<file path="config.mk">
export PLATFORM = sky130hd
export DESIGN_NAME = bmfa_seq
export DESIGN_NICKNAME = d
export VERILOG_FILES = /design/src/sv/bmfa_pkg.sv /design/src/sv/bmfa_seq.sv
export SDC_FILE = /design/constraint.sdc
export NUM_CORES = 1
export LEC_CHECK = 0
export BUFFER_PORTS_ARGS = -buffer_cell sky130_fd_sc_hd__buf_2
export CORE_MARGIN = 8
export CORE_UTILIZATION = 25
export CTS_BUF_LIST = sky130_fd_sc_hd__clkbuf_8
export DETAILED_ROUTE_END_ITERATION = 8
export GPL_TIMING_DRIVEN = 1
export HOLD_SLACK_MARGIN = 0.06
export SYNTH_ARGS = -nofsm -noshare
export SYNTH_HDL_FRONTEND = slang
export SYNTH_SLANG_ARGS = --single-unit
</file>
<file path="constraint.sdc">
create_clock -name clk -period 3.1 [get_ports clk]
set_input_delay 0.465 -clock clk [delete_from_list [all_inputs] [get_ports clk]]
set_output_delay 0.465 -clock clk [all_outputs]
set_load 0.05 [all_outputs]
</file>
<file path="src/sv/bmfa_pkg.sv">
`timescale 1ns / 1ps
// Shared types and constants of the block map file allocator.
// No dependencies; every other file of the block imports this package.
package bmfa_pkg;

  localparam int OWNER_W    = 8;
  localparam int IDX_W      = 10;
  localparam int BIU_W      = 11;
  localparam int NEED_W     = 12;
  localparam int MAP_AW_MAX = 16;
  localparam int CFG_IW     = 2;

  localparam logic [1:0] ACT_MARK  = 2'd0;
  localparam logic [1:0] ACT_ALLOC = 2'd1;
  localparam logic [1:0] ACT_READ  = 2'd2;

  localparam logic [1:0] ST_DONE    = 2'd0;
  localparam logic [1:0] ST_NOSPACE = 2'd1;
  localparam logic [1:0] ST_BAD     = 2'd2;

  localparam logic [1:0] MODE_CONTIG  = 2'd0;
  localparam logic [1:0] MODE_LINKED  = 2'd1;
  localparam logic [1:0] MODE_INDEXED = 2'd2;

  localparam logic [CFG_IW-1:0] CFG_MODE   = 2'd0;
  localparam logic [CFG_IW-1:0] CFG_BLOCKS = 2'd1;

  localparam logic [OWNER_W-1:0] OWNER_FREE  = 8'd0;
  localparam logic [OWNER_W-1:0] OWNER_FIXED = 8'd255;

  localparam logic [BIU_W-1:0] BIU_RESET = 11'd1024;

  typedef struct packed {
    logic [1:0]         action;
    logic [IDX_W-1:0]   block_index;
    logic [OWNER_W-1:0] owner_id;
    logic [BIU_W-1:0]   block_count;
  } in_word_t;

  typedef struct packed {
    logic [1:0]         status;
    logic [IDX_W-1:0]   first_block;
    logic [IDX_W-1:0]   index_block;
    logic [OWNER_W-1:0] owner_read;
  } out_word_t;

  typedef struct packed {
    logic                  we;
    logic [MAP_AW_MAX-1:0] waddr;
    logic [OWNER_W-1:0]    wdata;
    logic [MAP_AW_MAX-1:0] raddr;
  } map_req_t;

endpackage

</file>
<file path="src/sv/bmfa_seq.sv">
`timescale 1ns / 1ps
// Sequencer of the allocator: clearing pass, mark, read, scan and fill passes.
// One address counter (clear, scan, fill), one free compare (scan, fill).
// Depends on bmfa_pkg.
module bmfa_seq #(
  parameter int NUM_BLOCKS = 1024
) (
  input  logic                          clk,
  input  logic                          rst,
  input  logic                          in_valid,
  output logic                          in_ready,
  input  bmfa_pkg::in_word_t            in_word,
  input  logic [1:0]                    alloc_mode,
  input  logic [bmfa_pkg::BIU_W-1:0]    blocks_in_use,
  output logic                          res_valid,
  input  logic                          res_ready,
  output bmfa_pkg::out_word_t           res_word,
  output bmfa_pkg::map_req_t            mem_req,
  input  logic [bmfa_pkg::OWNER_W-1:0]  rdata
);
  import bmfa_pkg::*;

  localparam int LW = ($clog2(NUM_BLOCKS + 1) > BIU_W) ? $clog2(NUM_BLOCKS + 1) : BIU_W;

  localparam logic [2:0] S_CLEAR  = 3'd0;
  localparam logic [2:0] S_IDLE   = 3'd1;
  localparam logic [2:0] S_EXEC   = 3'd2;
  localparam logic [2:0] S_RDWAIT = 3'd3;
  localparam logic [2:0] S_SCAN   = 3'd4;
  localparam logic [2:0] S_FILL   = 3'd5;
  localparam logic [2:0] S_FINISH = 3'd6;

  logic [2:0]         state, state_next;
  logic [1:0]         act_r, act_r_next;
  logic [IDX_W-1:0]   idx_r, idx_r_next;
  logic [OWNER_W-1:0] owner_r, owner_r_next;
  logic [BIU_W-1:0]   count_r, count_r_next;
  logic [NEED_W-1:0]  need_r, need_r_next;
  logic               contig_r, contig_r_next;
  logic [LW-1:0]      ptr, ptr_next;
  logic [LW-1:0]      paddr, paddr_next;
  logic               pv, pv_next;
  logic [NEED_W-1:0]  cnt, cnt_next;
  logic [LW-1:0]      start, start_next;
  logic [LW-1:0]      first_r, first_r_next;
  logic [LW-1:0]      last_r, last_r_next;
  out_word_t          res_r, res_r_next;

  logic [LW-1:0] lim;
  logic          idx_ok;
  logic          free;
  logic [LW-1:0] run_first;

  assign lim = (LW'(blocks_in_use) > LW'(NUM_BLOCKS)) ? LW'(NUM_BLOCKS) : LW'(blocks_in_use);
  assign idx_ok    = LW'(idx_r) < lim;
  assign free      = rdata == OWNER_FREE;
  assign run_first = (cnt == '0) ? paddr : start;

  assign in_ready  = state == S_IDLE;
  assign res_valid = state == S_FINISH;
  assign res_word  = res_r;

  always_comb begin
    state_next    = state;
    act_r_next    = act_r;
    idx_r_next    = idx_r;
    owner_r_next  = owner_r;
    count_r_next  = count_r;
    need_r_next   = need_r;
    contig_r_next = contig_r;
    ptr_next      = ptr;
    paddr_next    = paddr;
    pv_next       = pv;
    cnt_next      = cnt;
    start_next    = start;
    first_r_next  = first_r;
    last_r_next   = last_r;
    res_r_next    = res_r;
    mem_req       = '0;
    mem_req.raddr = MAP_AW_MAX'(ptr);

    case (state)
      S_CLEAR: begin
        mem_req.we    = 1'b1;
        mem_req.waddr = MAP_AW_MAX'(ptr);
        mem_req.wdata = OWNER_FREE;
        ptr_next      = ptr + LW'(1);
        if (ptr == LW'(NUM_BLOCKS - 1)) begin
          ptr_next   = '0;
          state_next = S_IDLE;
        end
      end
      S_IDLE: begin
        if (in_valid) begin
          act_r_next   = in_word.action;
          idx_r_next   = in_word.block_index;
          owner_r_next = in_word.owner_id;
          count_r_next = in_word.block_count;
          state_next   = S_EXEC;
        end
      end
      S_EXEC: begin
        res_r_next        = '0;
        res_r_next.status = ST_BAD;
        state_next        = S_FINISH;
        case (act_r)
          ACT_MARK: begin
            if (idx_ok) begin
              mem_req.we        = 1'b1;
              mem_req.waddr     = MAP_AW_MAX'(idx_r);
              mem_req.wdata     = OWNER_FIXED;
              res_r_next.status = ST_DONE;
            end
          end
          ACT_READ: begin
            if (idx_ok) begin
              mem_req.raddr = MAP_AW_MAX'(idx_r);
              state_next    = S_RDWAIT;
            end
          end
          ACT_ALLOC: begin
            if (count_r != '0 && owner_r != OWNER_FREE && owner_r != OWNER_FIXED &&
                alloc_mode inside {MODE_CONTIG, MODE_LINKED, MODE_INDEXED}) begin
              need_r_next   = NEED_W'(count_r) + NEED_W'(alloc_mode == MODE_INDEXED);
              contig_r_next = alloc_mode == MODE_CONTIG;
              ptr_next      = '0;
              pv_next       = 1'b0;
              cnt_next      = '0;
              state_next    = S_SCAN;
            end
          end
          default: begin
          end
        endcase
      end
      S_RDWAIT: begin
        res_r_next.status     = ST_DONE;
        res_r_next.owner_read = rdata;
        state_next            = S_FINISH;
      end
      S_SCAN: begin
        if (ptr < lim) begin
          ptr_next   = ptr + LW'(1);
          paddr_next = ptr;
          pv_next    = 1'b1;
        end else begin
          pv_next = 1'b0;
        end
        if (pv) begin
          if (free) begin
            if (cnt == '0) begin
              start_next = paddr;
            end
            cnt_next = cnt + NEED_W'(1);
            if (cnt + NEED_W'(1) == need_r) begin
              first_r_next = run_first;
              last_r_next  = paddr;
              ptr_next     = run_first;
              pv_next      = 1'b0;
              state_next   = S_FILL;
            end
          end else if (contig_r) begin
            cnt_next = '0;
          end
        end else if (ptr >= lim) begin
          res_r_next.status = ST_NOSPACE;
          state_next        = S_FINISH;
        end
      end
      S_FILL: begin
        if (ptr <= last_r) begin
          ptr_next   = ptr + LW'(1);
          paddr_next = ptr;
          pv_next    = 1'b1;
        end else begin
          pv_next = 1'b0;
        end
        if (pv && free) begin
          mem_req.we    = 1'b1;
          mem_req.waddr = MAP_AW_MAX'(paddr);
          mem_req.wdata = owner_r;
        end
        if (!pv && ptr > last_r) begin
          res_r_next.status      = ST_DONE;
          res_r_next.first_block = IDX_W'(first_r);
          res_r_next.index_block = IDX_W'(last_r);
          state_next             = S_FINISH;
        end
      end
      S_FINISH: begin
        if (res_ready) begin
          state_next = S_IDLE;
        end
      end
      default: begin
        state_next = S_IDLE;
      end
    endcase
  end

  always_ff @(posedge clk) begin
    if (rst) begin
      state <= S_CLEAR;
      ptr   <= '0;
      pv    <= 1'b0;
    end else begin
      state <= state_next;
      ptr   <= ptr_next;
      pv    <= pv_next;
    end
  end

  always_ff @(posedge clk) begin
    act_r    <= act_r_next;
    idx_r    <= idx_r_next;
    owner_r  <= owner_r_next;
    count_r  <= count_r_next;
    need_r   <= need_r_next;
    contig_r <= contig_r_next;
    paddr    <= paddr_next;
    cnt      <= cnt_next;
    start    <= start_next;
    first_r  <= first_r_next;
    last_r   <= last_r_next;
    res_r    <= res_r_next;
  end

endmodule

</file>
==> impl_metrics.csv <==
group,metric,value,unit
floorplanning,start_util,25.1,%
routing,wl_met3,1280,um
floorplanning,die_w,193,um
cts,cts_buffers,17,
finish,multi_input_area,3540,um^2
worst_setup_path,endpoint_kind,"output port",
worst_setup_path,r2r_end,"state[0]$_SDFFE_PP0P_",
sta,max_slew_margin,58.6,%
flow_run,max_cap_viol_count,0,
routing,maxUsedRoutingLayer,"met5",
global_routing,grt_max_degree,36,
cts,clock_sinks,144,
run_status,status,"finished, violations left",
yosys,synth_edf_count,129,
worst_setup_path,critPathArrivalTime,2.74,ns
sta,min_period_over_period,103,%
sta,finalHoldViolCount,0,
yosys,syn-instance-count,691,
sta,worst_pin_slew,0.621,ns
finish,num_antenna_cells,0,
worst_setup_path,cp-start-kind,"flop",
min_path,hp-class,"in2reg",
worst_setup_path,cp_top_family,"compound AO/OA/AOI/OAI gates",
placement,portBuffers,118,
yosys,syn_area_per_cell,11.4,um^2
yosys,async_flop_share,0,%
routing,drc,0,
worst_setup_path,crit_buf_inv,2,
yosys,synth_area_leaders,"edfxtp_1, ha_1, dfxtp_1, and3_1, mux2_2",
min_path,hold_path_end,"idx_r[1]$_DFFE_PP_",
floorplanning,fp.coreArea,31300,um^2
cts,cts_hold_buf,0,
routing,initialDrtViolationCount,522,
power_and_ir_drop,p_leak,0.00417,uW
placement,place_congestion,0.853,
finish,regArea,4170,um^2
yosys,synth_warnings,0,
worst_setup_path,crit_chain,"ha_1, or3_1, o21ai_0, a21oi_2, a2111o_1, buf_6, mux2_4, buf_8",
placement,dp_slack,-0.265,ns
sta,clock_skew,0.0178,ns
yosys,yosysSeqAreaShare,53.0,%
sta,timing.final.crit_period,3.21,ns
finish,fillCellCount,3159,
cts,clk_latency,0.45,ns
finish,area_growth,31.2,%
routing,vias_per_cell,4.75,
sta,hold-worst-slack,0.178,ns
min_path,whs_path_depth,1,
sta,fmax,312,MHz
floorplanning,ios,129,
run_status,failed_checks,"setup timing",
routing,wl_met2,10100,um
yosys,synth_top_area_share,49.2,%
cts,cts_tree,"yes",
sta,drv_slew,0,
floorplanning,dieArea,37400,um^2
yosys,syn_area,7870,um^2
floorplanning,rows,65,
global_routing,grt_overflow_total,0,
finish,final_util,33.0,%
global_routing,antenna_found_initial,1,
routing,drt-pass1-iter-count,6,
yosys,yosysUniqueCellTypes,68,
yosys,ys_ff_latch,144,
yosys,yosys.area.top_type,"edfxtp_1",
sta,setup_viol,17,
yosys,yosys_most_used_dff,"edfxtp_1",
worst_setup_path,slowest_stage,"edfxtp_1",
finish,fin_nets,976,
routing,wl_per_cell,17.4,um
power_and_ir_drop,power_density,374,nW/um^2
worst_setup_path,crit_type,"reg2out",
sta,setup_ws,-0.106,ns
cts,cts-root-buf,"clkbuf_8",
cts,htree_levels,4,
routing,vias,6154,
global_routing,grt_pass1_vias,6319,
worst_setup_path,required,2.63,ns
worst_setup_path,cp_slowest_stage_delay,0.43,ns
routing,ant_nets,0,
power_and_ir_drop,peakVddDrop,0.228,mV
sta,rsz0062_at_grt,"yes",
cts,clk_pin_slew_worst_paths,0.10,ns
worst_setup_path,r2r-start,"cnt[0]$_SDFFCE_PN0P_",
worst_setup_path,r2r_slack,0.25,ns
placement,hpwlAfterDp,17200,um
routing,drt-total-wl,22500,um
routing,routedLengthMet1,10700,um
finish,drive_gt1_share,33.3,%
worst_setup_path,reg2reg_depth,12,
floorplanning,die_h,193,um
cts,clockBufferDepth,2,
worst_setup_path,crit_fanout,8,
min_path,hold_start,"in_word[20]",
global_routing,track_usage,11.8,%
global_routing,grt_pass1_wl,35300,um
-- cells in the final DEF (no fill, tap or decap), types with 5 or more instances in the layout --
| cell | synthesis | layout |
|---|---|---|
| edfxtp_1 | 129 | 129 |
| buf_2 | 5 | 88 |
| buf_4 | 12 | 75 |
| nand2_1 | 47 | 47 |
| and3_1 | 44 | 43 |
| inv_1 | 43 | 42 |
| ha_1 | 39 | 37 |
| nor2_1 | 31 | 29 |
| nand3_1 | 29 | 28 |
| xnor2_1 | 23 | 23 |
| buf_6 | 0 | 23 |
| mux2_2 | 21 | 19 |
| o21ai_0 | 19 | 18 |
| clkbuf_8 | 0 | 18 |
| a21oi_1 | 20 | 16 |
| dfxtp_1 | 15 | 15 |
| nor3_1 | 15 | 14 |
| nand4_1 | 13 | 13 |
| xor2_1 | 12 | 12 |
| buf_8 | 0 | 12 |
| nor4_1 | 11 | 10 |
| a222oi_1 | 10 | 10 |
| conb_1 | 1 | 10 |
| a31oi_1 | 9 | 9 |
| nor2b_1 | 8 | 7 |
| a21o_4 | 0 | 7 |
| a211oi_1 | 8 | 7 |
| nand2b_1 | 7 | 7 |
| a21oi_2 | 1 | 5 |
| inv_6 | 0 | 5 |
| buf_12 | 0 | 5 |
-- synth_stat cells (3+ instances only) --
cell / n
a31oi_1: 9
xor2_1: 12
edfxtp_1: 129
a21oi_1: 20
mux2_2: 21
o211ai_1: 4
nand2b_1: 7
and2_1: 5
or3_1: 4
a311oi_1: 3
nor4_1: 11
nand2_1: 47
nand4_1: 13
dfxtp_1: 15
ha_1: 39
nor3b_1: 3
a221oi_1: 3
o221ai_1: 4
nand3_1: 29
a21o_1: 12
nor3_1: 15
a211oi_1: 8
o32ai_1: 3
nor2b_1: 8
a311o_1: 3
buf_4: 12
and3_1: 44
inv_1: 43
nor4b_1: 4
or3b_2: 3
a222oi_1: 10
buf_2: 5
xnor2_1: 23
a211o_1: 3
clkbuf_1: 24
o21ai_0: 19
or4_1: 4
nor2_1: 31
-- registers in the layout, indices dropped and copies added (netlist names) --
| signal | cells |
|---|---|
| last_r | 11 |
| idx_r | 10 |
| act_r | 2 |
| owner_r | 8 |
| start | 11 |
| cnt | 12 |
| pv | 1 |
| first_r | 10 |
| paddr | 11 |
| contig_r | 1 |
| count_r | 11 |
| ptr | 11 |
| res_word | 30 |
| need_r | 12 |
| state | 3 |
-- metal layers --
metal  GRT usage (%)  vias up
met5               0        -
met4            3.85        2
met3            3.14       25
met2            18.6      203
met1            15.6     2926
li1                -     2998
-- worst reg2reg max path, cell delays in order (launching register included) --
cell      delay (ns)
edfxtp_1        0.45
buf_4           0.18
inv_1           0.05
ha_1            0.24
xor2_1          0.19
nor2_1          0.12
nor4b_2         0.25
nor4b_1         0.31
buf_4           0.18
nand4_1         0.18
a31oi_1         0.28
a21bo_2         0.25
a21oi_2         0.11
-- power by group --
part	switching, uW	total, uW	internal, uW
registers	5.53	2100	2090
logic	134	230	95.9
clock network	785	1540	750
-- how the worst max path moves through the flow --
stage / from / to / slack (ns) / cells after the start
2_1_floorplan: blocks_in_use[10] / paddr[0]$_DFFE_PP_ / 0.007 / 10
3_3_place_gp: blocks_in_use[10] / mem_req[24] / -0.19 / 13
3_5_place_dp: blocks_in_use[10] / mem_req[24] / -0.27 / 13
4_1_cts: idx_r[9]$_DFFE_PP_ / mem_req[24] / -0.16 / 10
5_1_grt: idx_r[4]$_DFFE_PP_ / mem_req[24] / -0.30 / 11
6_report: idx_r[8]$_DFFE_PP_ / mem_req[0] / -0.11 / 8
-- through the flow --
step                      total power, uW  area (um^2)  TNS [ns]  std cells
final                                3860        10300     -1.28       1296
after global placement               2340         9380     -3.54       1248
after global routing                 4020        10300     -4.50       1296
after detailed placement             2350         9380     -5.88       1248
after CTS                            3910        10200     -2.26       1292
after floorplan                      2270         7920         0        700
-- kinds of logic (layout without fill, tap and decap cells) --
group / after synthesis / after routing / share of synthesized area [%]
XOR/XNOR: 36 / 36 / 4.18
adder cells (fa/ha/maj): 39 / 39 / 6.20
other: 1 / 10 / 0.0476
flip-flops: 144 / 144 / 53.0
AO/OA/AOI/OAI: 125 / 125 / 12.0
AND/OR/NAND/NOR: 238 / 238 / 16.6
buffers and inverters: 85 / 279 / 4.70
multiplexers: 23 / 23 / 3.26
-- final cells by class --
type                       instances  area share (%)
clock buffer                      18            2.40
tap                              402            4.87
inverter                          44            1.61
timing repair buffer             203            14.9
clock inverter                    14            1.48
multi-input combinational        471            34.3
sequential                       144            40.4
-- timing repair --
action / in CTS / in global routing
endpoints found under the setup margin: 30 / 64
setup buffers: 12 / 6
pin swaps: 13 / 14
gates resized for setup: 84 / 26
gates cloned: 0 / 0
No activity file was read; power rests on OpenSTA's default activity.
